==> src/bsh_pkg.sv <==
// bsh_pkg: shared types, constants and helper functions of the bash sponge hash.
// No dependencies; imported by bsh_round, bsh_datapath, bsh_ctrl and the top level.
`default_nettype none

package bsh_pkg;

   localparam int STATE_WORDS = 24;
   localparam int COLS        = 8;
   localparam int ROUNDS      = 24;

   localparam logic [63:0] LFSR_SEED = 64'h3BF5080AC8BA94B1;
   localparam logic [63:0] LFSR_POLY = 64'hDC2BE1997FE0D8AE;
   localparam logic [7:0]  PAD_BYTE  = 8'h40;
   localparam logic [3:0]  RESET_K   = 4'd4;
   localparam logic [3:0]  MIN_K     = 4'd1;
   localparam logic [3:0]  MAX_K     = 4'd8;
   localparam logic [7:0]  FULL_BYTES = 8'd192;

   localparam logic [4:0] PERM_SRC [STATE_WORDS] = '{
      5'd15, 5'd10, 5'd9,  5'd12, 5'd11, 5'd14, 5'd13, 5'd8,
      5'd17, 5'd16, 5'd19, 5'd18, 5'd21, 5'd20, 5'd23, 5'd22,
      5'd6,  5'd3,  5'd0,  5'd5,  5'd2,  5'd7,  5'd4,  5'd1
   };

   // per-column rotation amounts (each sequence steps by x7 mod 64)
   localparam logic [5:0] ROT_M1 [COLS] = '{6'd8,  6'd56, 6'd8,  6'd56,
                                            6'd8,  6'd56, 6'd8,  6'd56};
   localparam logic [5:0] ROT_N1 [COLS] = '{6'd53, 6'd51, 6'd37, 6'd3,
                                            6'd21, 6'd19, 6'd5,  6'd35};
   localparam logic [5:0] ROT_M2 [COLS] = '{6'd14, 6'd34, 6'd46, 6'd2,
                                            6'd14, 6'd34, 6'd46, 6'd2};
   localparam logic [5:0] ROT_N2 [COLS] = '{6'd1,  6'd7,  6'd49, 6'd23,
                                            6'd33, 6'd39, 6'd17, 6'd55};

   typedef logic [STATE_WORDS-1:0][63:0] state_type;

   typedef struct packed {
      logic       absorb;
      logic       pad;
      logic       round;
      logic       emit;
      logic       init;
      logic [2:0] emit_idx;
      logic       emit_last;
   } cmd_type;

   typedef struct packed {
      logic       block_full;
      logic       out_free;
      logic [3:0] level_k;
   } status_type;

   function automatic logic [63:0] rotl(input logic [63:0] w, input logic [5:0] n);
      logic [127:0] dbl;
      dbl = {w, w} << n;
      return dbl[127:64];
   endfunction

   function automatic logic [63:0] lfsr_step(input logic [63:0] c);
      return c[0] ? ((c >> 1) ^ LFSR_POLY) : (c >> 1);
   endfunction

   function automatic logic [3:0] clamp_k(input logic [3:0] v);
      if (v < MIN_K) return MIN_K;
      if (v > MAX_K) return MAX_K;
      return v;
   endfunction

   function automatic state_type init_state(input logic [3:0] k);
      state_type s;
      s = '0;
      s[STATE_WORDS-1] = {57'd0, k, 3'd0};
      return s;
   endfunction

endpackage

`default_nettype wire

==> src/bsh_ctrl.sv <==
// bsh_ctrl: controller for absorb, permutation rounds and digest emission.
// Depends on bsh_pkg.
`default_nettype none

module bsh_ctrl
   import bsh_pkg::*;
(
   input  logic       clock,
   input  logic       reset,
   input  logic       req_valid,
   input  logic       req_action,
   output logic       req_ready,
   input  status_type status,
   output cmd_type    cmd
);

   localparam logic [1:0] ST_IDLE = 2'd0;
   localparam logic [1:0] ST_PERM = 2'd1;
   localparam logic [1:0] ST_EMIT = 2'd2;

   localparam logic ACT_ABSORB = 1'b0;

   logic [1:0] state_ff, state_in;
   logic [4:0] rnd_ff, rnd_in;
   logic [2:0] idx_ff, idx_in;
   logic       fin_ff, fin_in;

   assign req_ready = (state_ff == ST_IDLE);

   always_comb begin
      state_in      = state_ff;
      rnd_in        = rnd_ff;
      idx_in        = idx_ff;
      fin_in        = fin_ff;
      cmd           = '0;
      cmd.emit_idx  = idx_ff;
      cmd.emit_last = ({1'b0, idx_ff} == (status.level_k - 4'd1));
      case (state_ff)
         ST_IDLE: begin
            rnd_in = 5'd0;
            idx_in = 3'd0;
            if (req_valid) begin
               if (req_action == ACT_ABSORB) begin
                  cmd.absorb = 1'b1;
                  fin_in     = 1'b0;
                  if (status.block_full) state_in = ST_PERM;
               end else begin
                  cmd.pad  = 1'b1;
                  fin_in   = 1'b1;
                  state_in = ST_PERM;
               end
            end
         end
         ST_PERM: begin
            cmd.round = 1'b1;
            rnd_in    = rnd_ff + 5'd1;
            if (rnd_ff == 5'(ROUNDS - 1)) begin
               state_in = fin_ff ? ST_EMIT : ST_IDLE;
            end
         end
         ST_EMIT: begin
            if (status.out_free) begin
               cmd.emit = 1'b1;
               if (cmd.emit_last) begin
                  cmd.init = 1'b1;
                  state_in = ST_IDLE;
               end else begin
                  idx_in = idx_ff + 3'd1;
               end
            end
         end
         default: begin
            state_in = ST_IDLE;
         end
      endcase
   end

   always_ff @(posedge clock) begin
      if (reset) begin
         state_ff <= ST_IDLE;
         rnd_ff   <= 5'd0;
         idx_ff   <= 3'd0;
         fin_ff   <= 1'b0;
      end else begin
         state_ff <= state_in;
         rnd_ff   <= rnd_in;
         idx_ff   <= idx_in;
         fin_ff   <= fin_in;
      end
   end

endmodule

`default_nettype wire

==> config.mk <==
export PLATFORM = sky130hd
export DESIGN_NAME = bsh_ctrl
export DESIGN_NICKNAME = d
export VERILOG_FILES = /design/src/bsh_pkg.sv /design/src/bsh_ctrl.sv
export SDC_FILE = /design/constraint.sdc
export NUM_CORES = 1
export LEC_CHECK = 0
export BUFFER_PORTS_ARGS = -buffer_cell sky130_fd_sc_hd__buf_2
export CORE_MARGIN = 5
export CORE_UTILIZATION = 48
export DETAILED_ROUTE_END_ITERATION = 16
export HOLD_SLACK_MARGIN = 0.05
export PLACE_DENSITY = 0.76
export SKIP_CTS_REPAIR_TIMING = 1
export SLEW_MARGIN = 15
export SYNTH_ARGS = -nofsm -noshare
export SYNTH_HDL_FRONTEND = slang
export SYNTH_SLANG_ARGS = --single-unit
==> constraint.sdc <==
create_clock -name clock -period 2 [get_ports clock]
set_input_delay 0.4 -clock clock [delete_from_list [all_inputs] [get_ports clock]]
set_output_delay 0.4 -clock clock [all_outputs]
set_load 0.005 [all_outputs]
==> summary.md, run 1 <==
| Metric | Value |
|---|---|
| Fraction of layout cells with a size suffix above 1 | 0.343 |
| DRC | 0 |
| Non-Filler Instances | 114 |
| Root Driver | clkbuf_4 |
| Rel. slew slack | 0.749 |
| Worst hold margin | 0.391 ns |
| Gr ovfl total | 0 |
| DIE WIDTH | 46.4 um |
| Routed Antenna Nets | 0 |
| Vias | 607 |
| Initial DRC Count | 21 |
| EDFF count, synth | 0 |
| I/O Buffers | 19 |
| Crit share post-route | 0.972 |
| Slew Limit Fails | 0 |
| CTS max path bufs | 2 |
| WL/cell | 13.0 um |
| Top-count cell post-synth | nor2_1 |
| Ant diodes | 0 |
| Status | complete, no violations |
| Cell taking the most area after synthesis | dfxtp_1 |
| Max_cap viols | 0 |
| Static Leak | 0.373 nW |
| First-pass GRT wire length | 2.31 mm |
| Area overhead of the layout relative to synthesis | 26.8% |
| Crit Path Max Fanout | 3 |
| Row count | 13 |
| Cell area after layout | 805 sq um |
| Mean post-synth cell area | 8.35 sq um |
| Synth unique cells | 30 |
| CTS tree | built |
| Overall Power | 469 uW |
| Worst-Skew Late Latency | 0.26 ns |
| Critical path origin | status[1] |
| DP Area | 744 sq um |
| Cell count after synthesis | 76 |
| TritonRoute pass-1 iters | 4 |
| Fin nets | 113 |
| Worst Max-Slew Pin Slew | 0.377 ns |
| Startpoint types | input port |
| Power Density | 583 mW/mm^2 |
| Vias in the first global route | 584 |
| Total die area | 0.00215 sq mm |
| GRT Total Usage | 0.152 |
| Syn nets | 89 |
| Initial antenna violation count | 0 |
| Core ar. | 0.00127 sq mm |
| R2r setup slk | 0.33 ns |
| Final Critical Period | 1.94 ns |
| Ys flop type | dfxtp_1 |
| RePlAce Congestion | 0.849 |
| Largest net degree at the start of global routing | 12 |
| Synth async-reset ratio | 0 |
| Crit path DAT | 1.54 ns |
| Inst Count DP | 109 |
| Die Y | 46.4 um |
| Sequential element share of the synthesized area | 0.347 |
| #FFs+latches synth | 11 |
| Reg2reg start | idx_ff[0] |
| Number of vias per cell | 5.32 |
| Ys Warns | 0 |
| Critical Path End | cmd[0] |
| Synthesized area | 634 sq um |
| Final Skew | 0.000610 ns |
| F_max | 514 MHz |
| Hold crit path type | in2reg |
| Worst vdd ir | 0.318 mV |
| WL final | 1.48 mm |
| Dominant cells by area after synthesis | dfxtp_1 35%, xor2_1 8.3%, nor2_1 7.1%, ha_1 5.9%, nand2_1 4.1% |
| Reg clk slew, reported paths | 0.07 ns |
| Total CTS buffers | 3 |
| Max H-tree Level | 1 |
| Final HPWL DP | 1.06 mm |
| Final Hold Vio Count | 0 |
| Crit end category | output port |
| Reg2Reg Depth | 6 |
| Initial Util | 0.500 |
| Ports | 20 |
| FF-to-FF End | idx_ff[1] |
| Yosys top cell area share | 0.347 |
| # clock sinks | 11 |
| Worst endpoint required time | 1.60 ns |
| Final setup viols | 0 |
| Crit Path Class | in2out |
| Top cells by count, synth | 12 x nor2_1, 11 x dfxtp_1, 7 x nand2_1, 6 x xor2_1, 4 x nand3_1 |
sequential cells by signal, indices dropped and copies added, names as in the netlist:
register  flops
state_ff      2
fin_ff        1
rnd_ff        5
idx_ff        3
how the worst min path moves through the flow:
stage,from,to,slack [ns],cells after the start
final,reset,idx_ff[1],0.39,2
after global routing,reset,idx_ff[1],0.40,2
after CTS,reset,idx_ff[1],0.38,2
after detailed placement,rnd_ff[2],rnd_ff[2],0.50,2
after global placement,rnd_ff[2],rnd_ff[2],0.48,2
after floorplan,fin_ff,fin_ff,0.46,2
metrics by stage:
| step | setup TNS (ns) | worst slack (ns) | utilization |
|---|---|---|---|
| after floorplan | 0 | 0.213 | - |
| after global placement | 0 | 0.0375 | 0.587 |
| after detailed placement | 0 | 0.0615 | 0.587 |
| after CTS | 0 | 0.0572 | 0.607 |
| after global routing | -0.0620 | -0.0442 | 0.634 |
| final | 0 | 0.0554 | 0.634 |
cell families after synthesis:
kind of cell               synth area share
buffers and inverters                0.0355
AOI/OAI and AO/OA                     0.164
DFF                                   0.347
muxes                                0.0237
adders and majority gates            0.0592
and+or+nand+nor                       0.274
xor gates and xnor gates             0.0966
placed cells by master, fill, tap and decap left out, drive strengths merged:
cell,count
or4b,1
and3,2
a2bb2oi,1
dfxtp,11
a22oi,1
nand3,4
o211a,1
xnor2,1
ha,3
xor2,6
nor2b,3
inv,3
nor2,12
nand4b,1
clkbuf,4
o211ai,2
nand3b,1
a21oi,4
o2111ai,1
or2,2
o21ai,3
buf,21
a31oi,1
and2,1
nand2,7
mux2,1
or3,1
critical path: stages:
cell	delay [ns]
buf_2	0.12
or4b_4	0.53
o211a_4	0.18
nor2_4	0.10
buf_4	0.11
buf_2	0.10
final cells by class:
cell class	count	area [sq um]
repair buffers	21	110
multi-input cells	60	418
flip-flops and latches	11	220
inverters	3	11.3
well taps	15	18.8
clock buffers	4	26.3
fillers	114	464
power breakdown:
group / switching, mW / internal (mW) / total, mW
registers: 0.00762 / 0.225 / 0.233
logic: 0.0466 / 0.0393 / 0.0859
clock network: 0.0734 / 0.0769 / 0.150
total: 0.128 / 0.341 / 0.469
layer usage:
metal / vias up / part of all wire / wire length [um] / global-route usage
met4: 0 / 0.012 / 17 / 0.0682
met1: 285 / 0.44 / 652 / 0.186
met2: 11 / 0.49 / 724 / 0.239
li1: 309 / - / - / -
met3: 2 / 0.056 / 83 / 0.0469
met5: - / 0 / 0 / 0
Note: power is estimated with default switching activity, not from simulation.
==> inputs of run 2 (changes only) <==
--- a/config.mk
+++ b/config.mk
@@ -5,9 +5,11 @@
 export SDC_FILE = /design/constraint.sdc
 export NUM_CORES = 1
 export LEC_CHECK = 0
+export ABC_AREA = 1
 export BUFFER_PORTS_ARGS = -buffer_cell sky130_fd_sc_hd__buf_2
 export CORE_MARGIN = 5
-export CORE_UTILIZATION = 48
+export CORE_UTILIZATION = 49
+export CTS_CLUSTER_DIAMETER = 60
 export DETAILED_ROUTE_END_ITERATION = 16
 export HOLD_SLACK_MARGIN = 0.05
 export PLACE_DENSITY = 0.76
==> summary.md, run 2 <==
| Metric | Value |
|---|---|
| Final HPWL DP | 1.26 mm (+19%) |
| Max_cap viols | 0 (unchanged) |
| Worst endpoint required time | 1.60 ns (about the same) |
| Slew Limit Fails | 0 (unchanged) |
| Final Critical Period | 1.87 ns (-0.0775 ns) |
| Sequential element share of the synthesized area | 0.312 (-0.0356) |
| R2r setup slk | 0.67 ns (+0.34 ns) |
| Rel. slew slack | 0.805 (+0.0569) |
| Hold path startpoint | reset |
| Reg with most FFs | rnd_ff |
| Cell taking the most area after synthesis | dfxtp_1 |
| Crit path DAT | 1.47 ns (-0.07 ns) |
| EDFF count, synth | 0 (unchanged) |
| Total CTS buffers | 3 (unchanged) |
| WHS Endpoint | idx_ff[2] |
| FF-to-FF End | idx_ff[2] |
| Syn nets | 118 (+33%) |
| Largest regs | rnd_ff (5), idx_ff (3), state_ff (2) |
| WL final | 1.56 mm (+5.2%) |
| Initial DRC Count | 9 (-57%) |
| Worst Max-Slew Pin Slew | 0.291 ns (-0.0859 ns) |
| WHS Path Cells | 2 (unchanged) |
| Reg clk slew, reported paths | 0.07 ns (about the same) |
| Fin Setup TNS | 0 ns (unchanged) |
| Synth async-reset ratio | 0 (unchanged) |
| #FFs+latches synth | 11 (unchanged) |
| Die Y | 48.0 um (+3.5%) |
| WL/cell | 10.8 um (-17%) |
| Largest net degree at the start of global routing | 9 (-3) |
| Initial antenna violation count | 0 (unchanged) |
| Dominant cells by area after synthesis | dfxtp_1 31%, nand2_1 13%, inv_1 7.4%, nor2_1 6.4%, a21oi_1 5.7% |
| Comb power frac | 0.200 (+0.017) |
| Status | complete, no violations |
| Top cells by count, synth | 24 x nand2_1, 14 x inv_1, 12 x nor2_1, 11 x dfxtp_1, 8 x a21oi_1 |
| First-pass GRT wire length | 2.55 mm (+10%) |
| Crit end category | output port |
| Critical path origin | status[0] |
| Final Hold Vio Count | 0 (unchanged) |
| Startpoint types | input port |
| Ant diodes | 0 (unchanged) |
| Fraction of layout cells with a size suffix above 1 | 0.287 (-0.0566) |
| Net switching share of the total power | 0.296 (+0.0240) |
| # clock sinks | 11 (unchanged) |
| Yosys top cell area share | 0.312 (-0.0356) |
| Total die area | 0.00230 sq mm (+7.2%) |
| Reg2reg start | idx_ff[2] |
| Reg2Reg Depth | 9 (+3) |
| Root Driver | clkbuf_4 |
| Net switching power | 143 uW (+12%) |
| Mean post-synth cell area | 6.73 sq um (-19%) |
| Vias in the first global route | 661 (+13%) |
| RSZ-0062 raised after global routing | false |
| Routed Antenna Nets | 0 (unchanged) |
| Fin nets | 143 (+27%) |
| Synth unique cells | 25 (-17%) |
| Clock power share | 0.322 (about the same) |
| Synthesized area | 707 sq um (+11%) |
| Power Density | 563 mW/mm^2 (-3.4%) |
| Internal power | 341 uW (-0.18%) |
| Ys flop type | dfxtp_1 |
| DRC | 0 (unchanged) |
| Max H-tree Level | 1 (unchanged) |
| TritonRoute pass-1 iters | 4 (unchanged) |
| Static Leak | 0.428 nW (+15%) |
| DIE WIDTH | 48.0 um (+3.5%) |
| Area overhead of the layout relative to synthesis | 21.6% |
| Worst-Skew Late Latency | 0.27 ns (about the same) |
| Ys Warns | 0 (unchanged) |
| CTS max path bufs | 2 (unchanged) |
| Top-count cell post-synth | nand2_1 |
| Final setup viols | 0 (unchanged) |
| Cell count after synthesis | 105 (+38%) |
| Commonest non-fill, non-tap cells in the layout | 24 x nand2_1, 19 x buf_2, 14 x inv_1 |
| Max FFs per register | 5 (unchanged) |
| Core ar. | 0.00133 sq mm (+5.1%) |
| Core Util, Final | 0.644 (+0.0103) |
| Gr ovfl total | 0 (unchanged) |
| Crit Path Max Fanout | 3 (unchanged) |
| Reg power frac | 0.479 (-0.017) |
| Crit Path Class | in2out |
| Initial Util | 0.530 (+0.0300) |
| CTS tree | built |
| Row count | 13 (unchanged) |
| Number of vias per cell | 4.99 (-6.2%) |
| F_max | 536 MHz (+4.2%) |
| Crit share post-route | 0.934 (-0.0387) |
| Ports | 20 (unchanged) |
| Hold crit path type | in2reg |
| GRT Total Usage | 0.159 (+0.00726) |
| Vias | 719 (+18%) |
| Worst vdd ir | 0.387 mV (+22%) |
| RePlAce Congestion | 0.777 (-8.6%) |
| Most common cell after layout, fill and taps aside | nand2_1 |
| I/O Buffers | 19 (unchanged) |
| Final Skew | 0.000349 ns (-0.000260 ns) |
run 2: cell count changes in the layout (fill, tap and decap cells not counted), sizes merged, moves of 3 or more:
cell / delta
inv: +15
nor2b: -3
nand2: +20
nor3: +3
a21oi: +5
xor2: -6
run 2: cells by family after synthesis:
group,share of synthesized area
compound gates,0.127
xor+xnor,0.0248
fa+ha+maj,0.0531
buf+inv,0.101
flops,0.312
simple gates,0.382
run 2: how the worst max path moves through the flow:
stage               cells past startpoint      to  slack, ns
global route                           10  cmd[4]      0.005
global placement                        9  cmd[4]       0.14
finish                                  9  cmd[4]       0.13
floorplan                               7  cmd[4]       0.32
detailed placement                      9  cmd[4]       0.07
CTS                                     9  cmd[4]       0.07
run 2: final cells by class:
cell class              instances  area [sq um]
flip-flops and latches         11           220
multi-input cells              75           420
inverters                      19          71.3
fillers                       147           474
clock buffers                   4          26.3
repair buffers                 20           103
well taps                      15          18.8
run 2: routing by layer:
layer | wire length (um) | vias to the layer above | GRT usage | share of wire
met5 | 0 | - | 0 | 0
li1 | - | 380 | - | -
met4 | 34 | 0 | 0.0806 | 0.022
met1 | 683 | 316 | 0.162 | 0.44
met2 | 742 | 18 | 0.306 | 0.48
met3 | 95 | 5 | 0.0226 | 0.061
run 2: stage by stage:
step | total power [mW] | instance area [sq um] | setup slack [ns] | instances | hold WS, ns
final | 0.484 | 860 | 0.133 | 144 | 0.336
after global routing | 0.509 | 860 | 0.00481 | 144 | 0.361
after CTS | 0.487 | 855 | 0.0660 | 144 | 0.338
after detailed placement | 0.334 | 828 | 0.0712 | 140 | 0.458
after global placement | 0.331 | 828 | 0.143 | 140 | 0.452
after floorplan | 0.300 | 707 | 0.322 | 105 | 0.436
run 2: power by group through the flow:
| stage | Clock, mW | Combinational, mW | Sequential (mW) |
|---|---|---|---|
| after floorplan | 0 | 0.0641 | 0.235 |
| after global placement | 0 | 0.0939 | 0.237 |
| after detailed placement | 0 | 0.0968 | 0.237 |
| after CTS | 0.159 | 0.0973 | 0.232 |
| after global routing | 0.167 | 0.110 | 0.233 |
| final | 0.156 | 0.0966 | 0.232 |
run 2: critical path: stages:
cell	delay [ns]
buf_2	0.10
inv_2	0.04
ha_1	0.31
nand2_1	0.07
nand2_1	0.08
nor2_4	0.13
nand3_4	0.09
nor3_2	0.11
buf_2	0.13
==> inputs of run 3 (changes only) <==
--- a/config.mk
+++ b/config.mk
@@ -12,7 +12,7 @@
 export CTS_CLUSTER_DIAMETER = 60
 export DETAILED_ROUTE_END_ITERATION = 16
 export HOLD_SLACK_MARGIN = 0.05
-export PLACE_DENSITY = 0.76
+export PLACE_DENSITY_LB_ADDON = 0.08
 export SKIP_CTS_REPAIR_TIMING = 1
 export SLEW_MARGIN = 15
 export SYNTH_ARGS = -nofsm -noshare
==> summary.md, run 3 (synthesis results as in run 2) <==
| Metric | Value |
|---|---|
| Status | complete, no violations |
| DIE WIDTH | 48.0 um (unchanged) |
| CTS tree | built |
| Crit Path Max Fanout | 6 (+3) |
| CTS max path bufs | 2 (unchanged) |
| Final setup viols | 0 (unchanged) |
| WL/cell | 11.2 um (+3.3%) |
| Routed Antenna Nets | 0 (unchanged) |
| First-pass GRT wire length | 2.56 mm (+0.51%) |
| TritonRoute pass-1 iters | 4 (unchanged) |
| F_max | 523 MHz (-2.3%) |
| Fin nets | 142 (-0.70%) |
| Number of vias per cell | 5.04 (+0.98%) |
| Area overhead of the layout relative to synthesis | 20.5% |
| Slowest CP cell | ha_1 |
| Total die area | 0.00230 sq mm (unchanged) |
| Fill cell count | 127 (-14%) |
| Max FFs per register | 5 (unchanged) |
| RePlAce Congestion | 0.760 (-2.1%) |
| Max H-tree Level | 1 (unchanged) |
| Vias in the first global route | 639 (-3.3%) |
| GRT Total Usage | 0.164 (+0.00491) |
| Crit path DAT | 1.51 ns (+0.04 ns) |
| DP Area | 821 sq um (-0.91%) |
| Final Critical Period | 1.91 ns (+0.0446 ns) |
| Max_cap viols | 0 (unchanged) |
| Overall Power | 478 uW (-1.2%) |
| Initial DRC Count | 17 (+8) |
| Worst hold margin | 0.355 ns (+0.0189 ns) |
| Startpoint types | input port |
| DRC | 0 (unchanged) |
| Register area | 220 sq um (unchanged) |
| Final Hold Vio Count | 0 (unchanged) |
| Vias | 721 (+0.28%) |
| Fin Setup TNS | 0 ns (unchanged) |
| Core ar. | 0.00133 sq mm (unchanged) |
| Power Density | 562 mW/mm^2 (-0.29%) |
| RSZ-0062 raised after global routing | false |
| Largest regs | rnd_ff (5), idx_ff (3), state_ff (2) |
| Fraction of layout cells with a size suffix above 1 | 0.281 (-0.00557) |
| Worst Max-Slew Pin Slew | 0.300 ns (+0.00931 ns) |
| Rel. slew slack | 0.799 (-0.00623) |
| Worst vdd ir | 0.407 mV (+5.0%) |
| Largest net degree at the start of global routing | 9 (unchanged) |
| Crit end category | output port |
| Worst-path cell chain | buf_2 > inv_2 > ha_1 > nand2_1 > nand2_1 > nor2_4 > nand3_4 > nor3_2 > buf_2 |
| WL final | 1.60 mm (+2.6%) |
| Ports | 20 (unchanged) |
| Multi-input logic area | 420 sq um (unchanged) |
| Final HPWL DP | 1.30 mm (+3.1%) |
| Slew Limit Fails | 0 (unchanged) |
| Static Leak | 0.424 nW (-0.99%) |
| Reg clk slew, reported paths | 0.06 ns (about the same) |
| Root Driver | clkbuf_4 |
| Worst endpoint required time | 1.60 ns (about the same) |
| Worst-Skew Late Latency | 0.27 ns (about the same) |
| I/O Buffers | 19 (unchanged) |
| Cell area after layout | 852 sq um (-0.87%) |
| # clock sinks | 11 (unchanged) |
| Ant diodes | 0 (unchanged) |
| Commonest non-fill, non-tap cells in the layout | 24 x nand2_1, 19 x buf_2, 14 x inv_1 |
| Die Y | 48.0 um (unchanged) |
| Crit Path Class | in2out |
| Hold crit path type | in2reg |
| Total CTS buffers | 3 (unchanged) |
| Crit share post-route | 0.956 (+0.0223) |
| Row count | 13 (unchanged) |
| Final Skew | 0.00330 ns (+0.00295 ns) |
| Initial antenna violation count | 0 (unchanged) |
| Gr ovfl total | 0 (unchanged) |
| Reg with most FFs | rnd_ff |
| Core Util, Final | 0.639 (-0.00563) |
| Crit path largest cell delay | 0.31 ns (about the same) |
| Initial Util | 0.530 (unchanged) |
| Most common cell after layout, fill and taps aside | nand2_1 |
-- run 3: metrics by stage --
stage | std cells | worst slack (ns)
detailed placement | 139 | 0.0499
finish | 143 | 0.0883
global route | 143 | 0.0325
global placement | 139 | 0.105
CTS | 143 | 0.0487
floorplan | 105 | 0.322
-- run 3: worst max-delay path, delay by kind of cell --
family / cells / cell delay, ns
AND/OR/NAND/NOR: 5 / 0.52
adder cells (fa/ha/maj): 1 / 0.31
buffers and inverters: 3 / 0.28
-- run 3: worst paths after layout --
path	depth (start not counted)	from	slack [ns]	endpoint
setup / recovery	9	status[0]	0.09	cmd[4]
hold reg to reg	2	fin_ff	0.47	state_ff[1]
setup reg to reg	7	idx_ff[2]	0.74	state_ff[1]
hold / removal	2	reset	0.36	idx_ff[2]
-- run 3: layout make-up --
type / count / area share
clock buffer: 4 / 0.0308
inverter: 19 / 0.0837
multi-input combinational: 75 / 0.493
sequential: 11 / 0.258
tap: 15 / 0.0220
timing repair buffer: 19 / 0.112
-- run 3: per-layer routing --
| metal | vias to the layer above | track usage | wire, um | part of all wire |
|---|---|---|---|---|
| met3 | 5 | 0.0677 | 87 | 0.055 |
| met4 | 0 | 0.0484 | 19 | 0.012 |
| met5 | - | 0 | 0 | 0 |
| met1 | 320 | 0.192 | 723 | 0.45 |
| met2 | 17 | 0.272 | 764 | 0.48 |
| li1 | 379 | - | - | - |
-- run 3: where the power goes --
part | internal [mW] | switching (mW)
sequential | 0.226 | 0.00649
combinational | 0.0366 | 0.0597
clock | 0.0774 | 0.0723
total | 0.340 | 0.138
